**src/rtl/vrt_pkg.sv**
```systemverilog
package vrt_pkg;

   localparam int FRAC_BITS = 16;
   localparam int CELL_BITS = 16;
   localparam int DIR_FRAC  = 14;
   localparam int LEN_W     = 16;
   localparam int MAG_W     = DIR_FRAC + 1;
   localparam int DIV_W     = (FRAC_BITS + DIR_FRAC + 1 > 30) ? FRAC_BITS + DIR_FRAC + 1 : 30;
   localparam int ITER_W    = $clog2(DIV_W + 1);

   localparam logic [FRAC_BITS:0] CELL_ONE = (FRAC_BITS + 1)'(1) << FRAC_BITS;
   localparam logic [DIV_W-1:0]   INC_NUM  = DIV_W'(1) << (FRAC_BITS + DIR_FRAC);

   localparam logic OP_START = 1'b0;
   localparam logic OP_REPLY = 1'b1;

   localparam logic [1:0] KIND_QUERY = 2'd0;
   localparam logic [1:0] KIND_HIT   = 2'd1;
   localparam logic [1:0] KIND_MISS  = 2'd2;

   localparam logic [1:0] DIV_MAG = 2'd0;
   localparam logic [1:0] DIV_INC = 2'd1;
   localparam logic [1:0] DIV_NB  = 2'd2;

   typedef struct packed {
      logic               op;
      logic signed [31:0] origin_x;
      logic signed [31:0] origin_y;
      logic signed [31:0] origin_z;
      logic signed [15:0] dir_x;
      logic signed [15:0] dir_y;
      logic signed [15:0] dir_z;
      logic [30:0]        max_dist;
      logic               cell_stops;
   } req_type;

   typedef struct packed {
      logic [1:0]         kind;
      logic signed [15:0] cell_x;
      logic signed [15:0] cell_y;
      logic signed [15:0] cell_z;
      logic [30:0]        distance;
      logic [1:0]         normal_axis;
      logic               normal_negative;
   } rsp_type;

   typedef struct packed {
      logic       load;
      logic       div_start;
      logic [1:0] div_sel;
      logic [1:0] axis;
      logic       sat_axis;
      logic       advance;
      logic       emit;
      logic [1:0] emit_kind;
   } cmd_type;

   typedef struct packed {
      logic busy;
      logic len_zero;
      logic mag_zero;
      logic past_limit;
      logic out_free;
   } sts_type;

   function automatic logic [31:0] sat32(input logic [63:0] v);
      return (|v[63:32]) ? 32'hFFFF_FFFF : v[31:0];
   endfunction

endpackage

```
**src/rtl/vrt_dp.sv**
```systemverilog
module vrt_dp (
   input  logic             clock,
   input  logic             reset,
   input  vrt_pkg::req_type req_data,
   input  vrt_pkg::cmd_type cmd,
   input  logic             rsp_stall,
   output vrt_pkg::sts_type sts,
   output vrt_pkg::rsp_type rsp_data,
   output logic             rsp_valid
);
   import vrt_pkg::*;

   logic signed [CELL_BITS-1:0] cell_ff [3], cell_in [3];
   logic [31:0]          nb_ff [3], nb_in [3], inc_ff [3], inc_in [3];
   logic [16:0]          dabs_ff [3], dabs_in [3];
   logic [FRAC_BITS-1:0] frac_ff [3], frac_in [3];
   logic [2:0]           pos_ff, pos_in, dpos_ff, dpos_in;
   logic [31:0]          trav_ff, trav_in;
   logic [30:0]          limit_ff, limit_in;
   logic [1:0]           face_ff, face_in;
   logic [31:0]          srem_ff, srem_in, root_ff, root_in, bit_ff, bit_in;
   logic [DIV_W-1:0]     quo_ff, quo_in;
   logic [LEN_W-1:0]     rem_ff, rem_in, dvsr_ff, dvsr_in;
   logic [ITER_W-1:0]    cnt_ff, cnt_in;
   logic                 busy_ff, busy_in, sqrt_ff, sqrt_in;
   logic [1:0]           sel_ff, sel_in, ax_ff, ax_in;
   logic [MAG_W-1:0]     mag_ff, mag_in;
   rsp_type              rsp_ff, rsp_in;
   logic                 rsp_valid_ff, rsp_valid_in;

   logic signed [15:0] dir [3];
   logic signed [31:0] org [3];
   logic signed [31:0] dw [3];
   logic [31:0]        sq_sum;
   logic [32:0]        s_sum;
   logic               s_ge;
   logic [16:0]        shl;
   logic [17:0]        diff;
   logic               q_bit;
   logic [DIV_W-1:0]   quo_next;
   logic [FRAC_BITS:0] num;
   logic [1:0]         adv;
   logic [32:0]        nb_sum;
   logic               neg;

   assign dir[0] = req_data.dir_x;
   assign dir[1] = req_data.dir_y;
   assign dir[2] = req_data.dir_z;
   assign org[0] = req_data.origin_x;
   assign org[1] = req_data.origin_y;
   assign org[2] = req_data.origin_z;

   always_comb begin
      for (int a = 0; a < 3; a++) begin
         dw[a] = 32'(dir[a]);
      end
      sq_sum = 32'(dw[0] * dw[0]) + 32'(dw[1] * dw[1]) + 32'(dw[2] * dw[2]);
      s_sum  = {1'b0, root_ff} + {1'b0, bit_ff};
      s_ge   = {1'b0, srem_ff} >= s_sum;
      shl    = {rem_ff, quo_ff[DIV_W-1]};
      diff   = {1'b0, shl} - {2'b0, dvsr_ff};
      q_bit  = !diff[17];
      quo_next = {quo_ff[DIV_W-2:0], q_bit};
      num = pos_ff[cmd.axis] ? CELL_ONE - {1'b0, frac_ff[cmd.axis]}
                             : {1'b0, frac_ff[cmd.axis]};
      if (nb_ff[0] < nb_ff[1] && nb_ff[0] < nb_ff[2]) begin
         adv = 2'd0;
      end else if (nb_ff[1] < nb_ff[2]) begin
         adv = 2'd1;
      end else begin
         adv = 2'd2;
      end
      nb_sum = {1'b0, nb_ff[adv]} + {1'b0, inc_ff[adv]};
      neg = (face_ff == 2'd0) ? 1'b0 : pos_ff[2'(face_ff - 2'd1)];
   end

   always_comb begin
      cell_in  = cell_ff;
      nb_in    = nb_ff;
      inc_in   = inc_ff;
      dabs_in  = dabs_ff;
      frac_in  = frac_ff;
      pos_in   = pos_ff;
      dpos_in  = dpos_ff;
      trav_in  = trav_ff;
      limit_in = limit_ff;
      face_in  = face_ff;
      srem_in  = srem_ff;
      root_in  = root_ff;
      bit_in   = bit_ff;
      quo_in   = quo_ff;
      rem_in   = rem_ff;
      dvsr_in  = dvsr_ff;
      cnt_in   = cnt_ff;
      busy_in  = busy_ff;
      sqrt_in  = sqrt_ff;
      sel_in   = sel_ff;
      ax_in    = ax_ff;
      mag_in   = mag_ff;
      rsp_in   = rsp_ff;
      rsp_valid_in = rsp_valid_ff && rsp_stall;

      if (busy_ff) begin
         if (sqrt_ff) begin
            if (s_ge) begin
               srem_in = srem_ff - s_sum[31:0];
               root_in = (root_ff >> 1) + bit_ff;
            end else begin
               root_in = root_ff >> 1;
            end
            bit_in  = bit_ff >> 2;
            busy_in = |bit_ff[31:2];
         end else begin
            quo_in = quo_next;
            rem_in = q_bit ? diff[LEN_W-1:0] : shl[LEN_W-1:0];
            cnt_in = cnt_ff - ITER_W'(1);
            if (cnt_ff == ITER_W'(1)) begin
               busy_in = 1'b0;
               case (sel_ff)
                  DIV_MAG: begin
                     mag_in = MAG_W'(quo_next);
                     pos_in[ax_ff] = dpos_ff[ax_ff] && (MAG_W'(quo_next) != '0);
                  end
                  DIV_INC: inc_in[ax_ff] = sat32(64'(quo_next));
                  default: nb_in[ax_ff] = sat32(64'(quo_next));
               endcase
            end
         end
      end

      if (cmd.load) begin
         busy_in  = 1'b1;
         sqrt_in  = 1'b1;
         srem_in  = sq_sum;
         root_in  = '0;
         bit_in   = 32'h4000_0000;
         trav_in  = '0;
         face_in  = 2'd0;
         limit_in = req_data.max_dist;
         for (int a = 0; a < 3; a++) begin
            cell_in[a] = CELL_BITS'(org[a] >>> FRAC_BITS);
            dabs_in[a] = 17'(dir[a][15] ? -dw[a] : dw[a]);
            dpos_in[a] = dir[a] > 16'sd0;
            frac_in[a] = org[a][FRAC_BITS-1:0];
         end
      end

      if (cmd.div_start) begin
         busy_in = 1'b1;
         sqrt_in = 1'b0;
         sel_in  = cmd.div_sel;
         ax_in   = cmd.axis;
         cnt_in  = ITER_W'(DIV_W);
         rem_in  = '0;
         case (cmd.div_sel)
            DIV_MAG: begin
               quo_in  = DIV_W'({dabs_ff[cmd.axis], {DIR_FRAC{1'b0}}});
               dvsr_in = root_ff[LEN_W-1:0];
            end
            DIV_INC: begin
               quo_in  = INC_NUM;
               dvsr_in = LEN_W'(mag_ff);
            end
            default: begin
               quo_in  = DIV_W'({num, {DIR_FRAC{1'b0}}});
               dvsr_in = LEN_W'(mag_ff);
            end
         endcase
      end

      if (cmd.sat_axis) begin
         inc_in[cmd.axis] = 32'hFFFF_FFFF;
         nb_in[cmd.axis]  = 32'hFFFF_FFFF;
         pos_in[cmd.axis] = 1'b0;
      end

      if (cmd.advance) begin
         trav_in     = nb_ff[adv];
         nb_in[adv]  = sat32(64'(nb_sum));
         cell_in[adv] = pos_ff[adv] ? cell_ff[adv] + CELL_BITS'(1)
                                    : cell_ff[adv] - CELL_BITS'(1);
         face_in     = adv + 2'd1;
      end

      if (cmd.emit) begin
         rsp_valid_in = 1'b1;
         rsp_in.kind  = cmd.emit_kind;
         if (cmd.emit_kind == KIND_MISS) begin
            rsp_in.cell_x          = '0;
            rsp_in.cell_y          = '0;
            rsp_in.cell_z          = '0;
            rsp_in.distance        = '0;
            rsp_in.normal_axis     = 2'd0;
            rsp_in.normal_negative = 1'b0;
         end else begin
            rsp_in.cell_x          = 16'(cell_ff[0]);
            rsp_in.cell_y          = 16'(cell_ff[1]);
            rsp_in.cell_z          = 16'(cell_ff[2]);
            rsp_in.distance        = trav_ff[30:0];
            rsp_in.normal_axis     = face_ff;
            rsp_in.normal_negative = neg;
         end
      end
   end

   always_ff @(posedge clock) begin
      cell_ff  <= cell_in;
      nb_ff    <= nb_in;
      inc_ff   <= inc_in;
      dabs_ff  <= dabs_in;
      frac_ff  <= frac_in;
      pos_ff   <= pos_in;
      dpos_ff  <= dpos_in;
      trav_ff  <= trav_in;
      limit_ff <= limit_in;
      face_ff  <= face_in;
      srem_ff  <= srem_in;
      root_ff  <= root_in;
      bit_ff   <= bit_in;
      quo_ff   <= quo_in;
      rem_ff   <= rem_in;
      dvsr_ff  <= dvsr_in;
      cnt_ff   <= cnt_in;
      sqrt_ff  <= sqrt_in;
      sel_ff   <= sel_in;
      ax_ff    <= ax_in;
      mag_ff   <= mag_in;
      rsp_ff   <= rsp_in;
      if (reset) begin
         busy_ff      <= 1'b0;
         rsp_valid_ff <= 1'b0;
      end else begin
         busy_ff      <= busy_in;
         rsp_valid_ff <= rsp_valid_in;
      end
   end

   assign sts.busy       = busy_ff;
   assign sts.len_zero   = root_ff[LEN_W-1:0] == '0;
   assign sts.mag_zero   = mag_ff == '0;
   assign sts.past_limit = trav_ff > {1'b0, limit_ff};
   assign sts.out_free   = !rsp_valid_ff || !rsp_stall;
   assign rsp_data       = rsp_ff;
   assign rsp_valid      = rsp_valid_ff;

endmodule

```
**src/rtl/vrt_ctrl.sv**
```systemverilog
module vrt_ctrl (
   input  logic             clock,
   input  logic             reset,
   input  logic             req_valid,
   input  vrt_pkg::req_type req_data,
   output logic             req_stall,
   input  vrt_pkg::sts_type sts,
   output vrt_pkg::cmd_type cmd
);
   import vrt_pkg::*;

   localparam logic [2:0] S_IDLE = 3'd0;
   localparam logic [2:0] S_SQRT = 3'd1;
   localparam logic [2:0] S_AXIS = 3'd2;
   localparam logic [2:0] S_MAGW = 3'd3;
   localparam logic [2:0] S_INCW = 3'd4;
   localparam logic [2:0] S_NBW  = 3'd5;
   localparam logic [2:0] S_STEP = 3'd6;
   localparam logic [2:0] S_EMIT = 3'd7;

   logic [2:0] state_ff, state_in;
   logic [1:0] axis_ff, axis_in;
   logic [1:0] kind_ff, kind_in;
   logic       active_ff, active_in;
   logic       accept;

   assign req_stall = state_ff != S_IDLE;
   assign accept    = req_valid && !req_stall;

   always_comb begin
      state_in  = state_ff;
      axis_in   = axis_ff;
      kind_in   = kind_ff;
      active_in = active_ff;
      cmd       = '0;
      cmd.axis  = axis_ff;
      cmd.emit_kind = kind_ff;
      unique case (state_ff)
         S_IDLE: begin
            if (accept) begin
               if (req_data.op == OP_START) begin
                  cmd.load  = 1'b1;
                  active_in = 1'b1;
                  axis_in   = 2'd0;
                  state_in  = S_SQRT;
               end else if (active_ff) begin
                  if (req_data.cell_stops) begin
                     kind_in  = KIND_HIT;
                     state_in = S_EMIT;
                  end else begin
                     cmd.advance = 1'b1;
                     state_in    = S_STEP;
                  end
               end
            end
         end
         S_SQRT: begin
            if (!sts.busy) begin
               state_in = S_AXIS;
            end
         end
         S_AXIS: begin
            if (sts.len_zero) begin
               cmd.sat_axis = 1'b1;
               if (axis_ff == 2'd2) begin
                  kind_in  = KIND_QUERY;
                  state_in = S_EMIT;
               end else begin
                  axis_in = axis_ff + 2'd1;
               end
            end else begin
               cmd.div_start = 1'b1;
               cmd.div_sel   = DIV_MAG;
               state_in      = S_MAGW;
            end
         end
         S_MAGW: begin
            if (!sts.busy) begin
               if (sts.mag_zero) begin
                  cmd.sat_axis = 1'b1;
                  if (axis_ff == 2'd2) begin
                     kind_in  = KIND_QUERY;
                     state_in = S_EMIT;
                  end else begin
                     axis_in  = axis_ff + 2'd1;
                     state_in = S_AXIS;
                  end
               end else begin
                  cmd.div_start = 1'b1;
                  cmd.div_sel   = DIV_INC;
                  state_in      = S_INCW;
               end
            end
         end
         S_INCW: begin
            if (!sts.busy) begin
               cmd.div_start = 1'b1;
               cmd.div_sel   = DIV_NB;
               state_in      = S_NBW;
            end
         end
         S_NBW: begin
            if (!sts.busy) begin
               if (axis_ff == 2'd2) begin
                  kind_in  = KIND_QUERY;
                  state_in = S_EMIT;
               end else begin
                  axis_in  = axis_ff + 2'd1;
                  state_in = S_AXIS;
               end
            end
         end
         S_STEP: begin
            kind_in  = sts.past_limit ? KIND_MISS : KIND_QUERY;
            state_in = S_EMIT;
         end
         S_EMIT: begin
            if (sts.out_free) begin
               cmd.emit = 1'b1;
               if (kind_ff != KIND_QUERY) begin
                  active_in = 1'b0;
               end
               state_in = S_IDLE;
            end
         end
         default: state_in = S_IDLE;
      endcase
   end

   always_ff @(posedge clock) begin
      axis_ff <= axis_in;
      kind_ff <= kind_in;
      if (reset) begin
         state_ff  <= S_IDLE;
         active_ff <= 1'b0;
      end else begin
         state_ff  <= state_in;
         active_ff <= active_in;
      end
   end

   a_start_idle: assert property (@(posedge clock) disable iff (reset)
      cmd.div_start |-> !sts.busy)
      else $error("divide started while unit busy");
   a_emit_free: assert property (@(posedge clock) disable iff (reset)
      cmd.emit |-> sts.out_free)
      else $error("result written over a pending transaction");
   a_load_busy: assert property (@(posedge clock) disable iff (reset)
      cmd.load |=> sts.busy)
      else $error("square root did not start after load");
   a_one_op: assert property (@(posedge clock) disable iff (reset)
      $onehot0({cmd.load, cmd.div_start, cmd.sat_axis, cmd.advance, cmd.emit}))
      else $error("conflicting datapath commands");

endmodule

```
**src/rtl/voxel_ray_traversal.sv**
```systemverilog
// Start transaction: the square root runs first, then per axis the S_AXIS state and up to
// three divides on the one shared divider, then the result is emitted.
// Reply transaction: advances one cell, then emits; a hit emits without advancing. One transaction in work at a time.
// The result sits in an output register, so the next request is taken while it waits.
// Synchronous active-high reset clears the controller, unit busy flag and output valid.
module voxel_ray_traversal (
   input  logic             clock,
   input  logic             reset,
   input  logic             req_valid,
   input  vrt_pkg::req_type req_data,
   output logic             req_stall,
   output logic             rsp_valid,
   output vrt_pkg::rsp_type rsp_data,
   input  logic             rsp_stall
);
   import vrt_pkg::*;

   cmd_type cmd;
   sts_type sts;

   vrt_ctrl u_ctrl (
      .clock     (clock),
      .reset     (reset),
      .req_valid (req_valid),
      .req_data  (req_data),
      .req_stall (req_stall),
      .sts       (sts),
      .cmd       (cmd)
   );

   vrt_dp u_dp (
      .clock     (clock),
      .reset     (reset),
      .req_data  (req_data),
      .cmd       (cmd),
      .rsp_stall (rsp_stall),
      .sts       (sts),
      .rsp_data  (rsp_data),
      .rsp_valid (rsp_valid)
   );

endmodule

```
**config.mk**
```make
export PLATFORM = sky130hd
export DESIGN_NAME = voxel_ray_traversal
export DESIGN_NICKNAME = d
export VERILOG_FILES = /design/src/rtl/vrt_pkg.sv /design/src/rtl/vrt_dp.sv /design/src/rtl/vrt_ctrl.sv /design/src/rtl/voxel_ray_traversal.sv
export SDC_FILE = /design/constraint.sdc
export NUM_CORES = 2
export LEC_CHECK = 0
export ABC_AREA = 1
export BUFFER_PORTS_ARGS = -buffer_cell sky130_fd_sc_hd__buf_2
export CORE_UTILIZATION = 55
export CTS_CLUSTER_DIAMETER = 30
export DETAILED_ROUTE_END_ITERATION = 10
export GPL_ROUTABILITY_DRIVEN = 0
export GPL_TIMING_DRIVEN = 0
export PLACE_DENSITY = 0.72
export SYNTH_ARGS = -nofsm -noshare
export SYNTH_HDL_FRONTEND = slang
export SYNTH_SLANG_ARGS = --single-unit
```
**constraint.sdc**
```tcl
create_clock -name clock -period 13 [get_ports clock]
set_input_delay 0.65 -clock clock [delete_from_list [all_inputs] [get_ports clock]]
set_output_delay 0.65 -clock clock [all_outputs]
set_load 0.05 [all_outputs]
```
# --- After elaboration in Yosys (flattened, before gate mapping) ---
# Cells that the tools add are included.
word_totals:
  regBits: 672
  output_inout_bits: 86
  inputBits: 181
  wordCells: 311
op_classes:
  mux: 144
  n_bitwise: 8
  magnitude_cmp: 20
  multipliers: 3
  eq_ne: 28
  n_reduce_logical: 43
  add_sub_neg: 17
op_table:
  columns: ["op", "count"]
  rows:
  - ["96-bit 2-to-1 mux", 11]
  - ["32-bit 2-to-1 mux", 15]
  - ["96-bit bitwise mux", 3]
  - ["32-bit demux with 2-bit select", 3]
  - ["96-bit OR", 2]
  - ["32-bit binary-select mux with 2-bit select", 2]
  - ["16-bit 2-to-1 mux", 7]
  - ["32-bit < comparator", 3]
  - ["16-bit by 16-bit multiplier with 32-bit output", 3]
  - ["48-bit 2-to-1 mux", 2]
  - ["31-bit 2-to-1 mux", 3]
  - ["32-bit adder", 2]
  - ["16-bit binary-select mux with 2-bit select", 2]
  - ["3-bit 2-to-1 mux", 21]
  - ["31-bit case mux with 2 select lines", 1]
  - ["15-bit 2-to-1 mux", 4]
  - ["17-bit 2-to-1 mux", 3]
  - ["16-bit negation with 17-bit output", 3]
  - ["48-bit bitwise mux", 1]
  - ["16-bit by 1-bit > comparator with 1-bit output, second input constant", 3]
  - ["2-bit 2-to-1 mux", 21]
  - ["17-bit binary-select mux with 2-bit select", 1]
  - ["32-bit by 31-bit adder with 33-bit output", 1]
  - ["32-bit by 32-bit adder with 33-bit output", 1]
  - ["other kinds (59)", 145]

# --- Logic depth before layout (Yosys ltp) ---
logic_depth:
  word_depth: 14
  depth_mapped: 37
  mapped_depth_nobuf: 35

# --- Hierarchy ---
# A second synthesis with hierarchy kept.
hier_totals:
  hier_cells: 7899
  area_unflattened_um2: 66078.4
modules_own_cells:
  columns: ["module", "instances", "area_each_um2", "cells_each"]
  rows:
  - ["vrt_dp", 1, 65280.1, 7775]
  - ["vrt_ctrl", 1, 798.3, 124]

# --- Worst setup path after synthesis ---
# No wires, ideal clock.
synth_path:
  path_kind: "input to register"
  start: "in req_data[47] in the netlist's numbering"
  end: "reg u_dp.srem_ff[31] (data pin)"
  t_arrival_ps: 7742
  stages: 26
  required_ps: 12740
  path_slack_ps: 4998
  n_path_buf: 2
  cell_sequence: "clkbuf_1 -> clkbuf_1 -> nand2_1 -> fa_1 -> fa_1 -> inv_1 -> fa_1 -> inv_1 -> fa_1 -> inv_1 -> fa_1 -> fa_1 -> fa_1 -> fa_1 -> inv_1 -> fa_1 -> inv_1 -> ha_1 -> a21oi_1 -> o221ai_1 -> nand2_1 -> nand3_1 -> a211oi_1 -> nand2_1 -> nand2_1 -> o22ai_1"
synth_between:
  elab_chain_len: 3
synth_lines:
  columns: ["item", "line", "rtl"]
  rows:
  - ["start: declaration", "voxel_ray_traversal.sv:10", "input vrt_pkg::req_type req_data,"]
  - ["16-bit by 16-bit multiplier with 32-bit output", "vrt_dp.sv:57", "sq_sum = 32'(dw[0] * dw[0]) + 32'(dw[1] * dw[1]) + 32'(dw[2] * dw[2]);"]
  - ["32-bit adder", "vrt_dp.sv:57", null]
  - ["32-bit 2-to-1 mux", "vrt_dp.sv:131", "if (cmd.load) begin"]
  - ["via u_dp.srem_in[31]", "vrt_dp.sv:21", "logic [31:0] srem_ff, srem_in, root_ff, root_in, bit_ff, bit_in;"]
  - ["end signal: assignment", "vrt_dp.sv:217", "srem_ff <= srem_in;"]
  - ["end: declaration", "vrt_dp.sv:21", null]
# The timed path passes the listed nets, and every way through them passes these cells.
# A chain may end at the register's enable or synchronous reset.

# --- Worst setup path in the final report ---
# Ends and elaborated chain as after synthesis.

==> flow_summary_export.csv <==
group,metric,value,unit
outcome,outcome,"complete, no violations",
timing,relSlewSlack,12.0,%
floorplanning,rows,126,
hold_path,min_path_cells,1,
cts,cts_root_buffer,"clkbuf_16",
timing,finClkSkew,0.0658,ns
timing,rsz0062_at_grt,"false",
floorplanning,fp.dieH,348,um
grt,grtUsageTotal,35.5,%
synth,synthTopCellsByCount,"inv_1 (1877), nand2_1 (1347), fa_1 (822), nor2_1 (495), ha_1 (468)",
routing,first_iter_violations,6355,
setup_path,r2r_slack,5.65,ns
setup_path,r2r-end,"u_dp.nb_ff[88]$_DFF_P_",
grt,grt_max_degree,46,
placement,place_ws,3.19,ns
synth,synth-main-ff-cell,"edfxtp_1",
timing,setup_viol,0,
cts,cts_tree,"yes",
synth,async_reset_ff_share,0,%
cts,numCtsBuffers,137,
timing,fin_ws,3.88,ns
floorplanning,die_area,121000,um2
timing,tightest_slew,1.32,ns
cts,clkTransAtPathRegs,0.05,ns
timing,slew_viol_final,0,
floorplanning,die_w,348,um
synth,seq_area_frac_synth,25.8,%
synth,yosysUniqueCellTypes,71,
synth,yosys_warnings,0,
cts,clkLatencyLatePin,0.78,ns
cts,postCtsHoldBufs,0,
setup_path,crit_path_end_kind,"register",
grt,antenna_found_initial,9,
setup_path,cp_top_family,"adder cells",
grt,grt_pass1_wl,325,mm
routing,vias,56200,
setup_path,cp_num_buf_inv,8,
floorplanning,ios,267,
synth,synthMostInstantiatedCell,"inv_1",
synth,synth_fp_nets,9314,
floorplanning,start_util,55.6,%
grt,grt.overflow.total,0,
setup_path,crit_start,"req_data[47]",
timing,tns,0,ns
cells_and_area,layout.cells.non_filler,9961,
cts,htree_levels,4,
routing,drc,0,
routing,routed_wl,214,mm
routing,wire_per_inst,21.4,um
synth,syn_area,65900,um2
synth,synth_edf_count,353,
cells_and_area,areaGrowthSynthToFinish,12.6,%
cts,clock-sinks,672,
routing,drt_pass1_iterations,9,
timing,fin_crit_sh,70.2,%
cts,cts_resized,0,
hold_path,min_path_type,"input port to register",
job,max_cap_violations,0,
setup_path,r2r-start,"u_dp.nb_ff[45]$_DFF_P_",
placement,dp_hpwl,174,mm
setup_path,critPathArrivalTime,9.64,ns
setup_path,crit_path_top_delay_cell,"nand2_1",
setup_path,r2r_cells,29,
setup_path,critPathKind,"input port to register",
cts,postCtsSetupBuffers,0,
hold_path,holdPathEnd,"u_dp.limit_ff[8]$_DFFE_PP_",
synth,yosys_register_bits,672,
floorplanning,core_area,118000,um2
routing,detail-route-antenna-nets,0,
setup_path,start_kind,"input port",
cells_and_area,nNetsFinal,9710,
cells_and_area,drive_above_1_share,7.64,%
cts,cts.path.max_buffers,3,
hold_path,worstHoldStart,"req_data[9]",
timing,fin_hold_ws,0.0457,ns
synth,synth_top_area_cell,"fa_1",
timing,post-route-min-period,9.12,ns
grt,grt_pass1_vias,56900,
setup_path,max_stage_delay,0.82,ns
synth,synth.area.top_cells,"fa_1 (25%), edfxtp_1 (16%), inv_1 (11%)",
setup_path,critPathMaxFanout,14,
synth,synth_top_area_share,25.0,%
setup_path,cpMostUsedCell,"fa_1",
timing,hold_viol_final,0,
synth,synth_cells,7843,
placement,port_buffers,250,
routing,routed_via_density,5.64,
timing,max_freq,110,MHz
setup_path,cp.required,13.52,ns
synth,syn_avg_cell_area,8.40,um2
placement,dp.cells,9700,
-- final cells by class --
class | count | area (um2)
fillers | 9985 | 44200
clock buffers | 169 | 3760
repair buffers | 257 | 1380
flip-flops and latches | 672 | 17000
diodes | 7 | 17.5
plain buffers | 302 | 1230
clock inverters | 85 | 1100
inverters | 1896 | 7120
well taps | 1600 | 2000
multi-input cells | 4973 | 40500
-- routing by layer --
| metal | part of all wire [%] | vias to the layer above | wire length [um] | track usage, % |
|---|---|---|---|---|
| met3 | 10 | 838 | 21900 | 8.43 |
| met2 | 45 | 3186 | 96700 | 56.7 |
| met5 | 0.023 | - | 50 | 0 |
| li1 | - | 25300 | - | - |
| met1 | 36 | 26800 | 77200 | 42.4 |
| met4 | 8.3 | 8 | 17700 | 25.2 |
-- worst reg2reg max path, delay by kind of cell, from the launching register on --
kind | cells | cell delay, ns
AOI/OAI and AO/OA | 6 | 1.17
buffers and inverters | 6 | 2.04
DFF | 1 | 0.41
adders and majority gates | 3 | 1.18
and+or+nand+nor | 14 | 2.49
-- kinds of logic (layout without fill, tap and decap cells) --
family	Yosys count	after routing	share of synthesized area (%)
compound gates	1301	1301	11.6
xor+xnor	199	199	2.65
mux	1	1	0.0152
other cells	1	8	0.00569
simple gates	2181	2181	13.4
buf+inv	2198	2709	12.7
flops	672	672	25.8
fa+ha+maj	1290	1290	33.9
-- how the worst max path moves through the flow --
stage	end	slack [ns]	cells past startpoint
global placement	u_dp.srem_ff[31]$_DFFE_PP_	3.25	27
global route	u_dp.srem_ff[30]$_DFFE_PP_	3.54	31
floorplan	u_dp.srem_ff[31]$_DFFE_PP_	5.00	26
detailed placement	u_dp.srem_ff[30]$_DFFE_PP_	3.19	30
CTS	u_dp.srem_ff[30]$_DFFE_PP_	3.99	30
finish	u_dp.srem_ff[31]$_DFFE_PP_	3.88	27
-- cells in the final DEF, fill, tap and decap left out, types with 15 or more instances in the layout --
cell	netlist	final
a21o_1	17	17
a21oi_1	362	362
a22oi_1	20	20
a31oi_1	38	38
buf_1	37	36
buf_2	43	294
clkbuf_1	213	228
clkbuf_16	0	141
clkinv_2	0	21
dfxtp_1	319	319
edfxtp_1	353	353
fa_1	822	822
ha_1	468	468
inv_1	1877	1877
inv_2	15	15
nand2_1	1347	1346
nand3_1	146	146
nand4_1	44	44
nor2_1	495	494
nor3_1	49	48
nor4_1	21	21
o211ai_1	150	150
o21a_1	19	19
o21ai_0	450	449
o21ai_1	53	53
o21bai_1	24	24
o221ai_1	34	34
o22ai_1	52	52
or2_2	46	46
xnor2_1	68	68
xor2_1	131	131
-- metrics by stage --
step                cell area [um2]  utilization [%]
detailed placement            69300             58.5
finish                        74100             62.6
floorplan                     65900                -
CTS                           74100             62.6
global placement              69100             58.4
global route                  74100             62.6
-- registers in the layout, indices dropped and copies added (netlist names), 48 cells and up --
signal and count:
u_dp.rsp_data 84, u_dp.cell_ff 48, u_dp.nb_ff 96, u_dp.inc_ff 96
u_dp.dabs_ff 51, u_dp.frac_ff 48
Power is left out: the tool's default activity adds up to more than one toggle a clock period on the data nets, which glitch-free logic cannot reach.
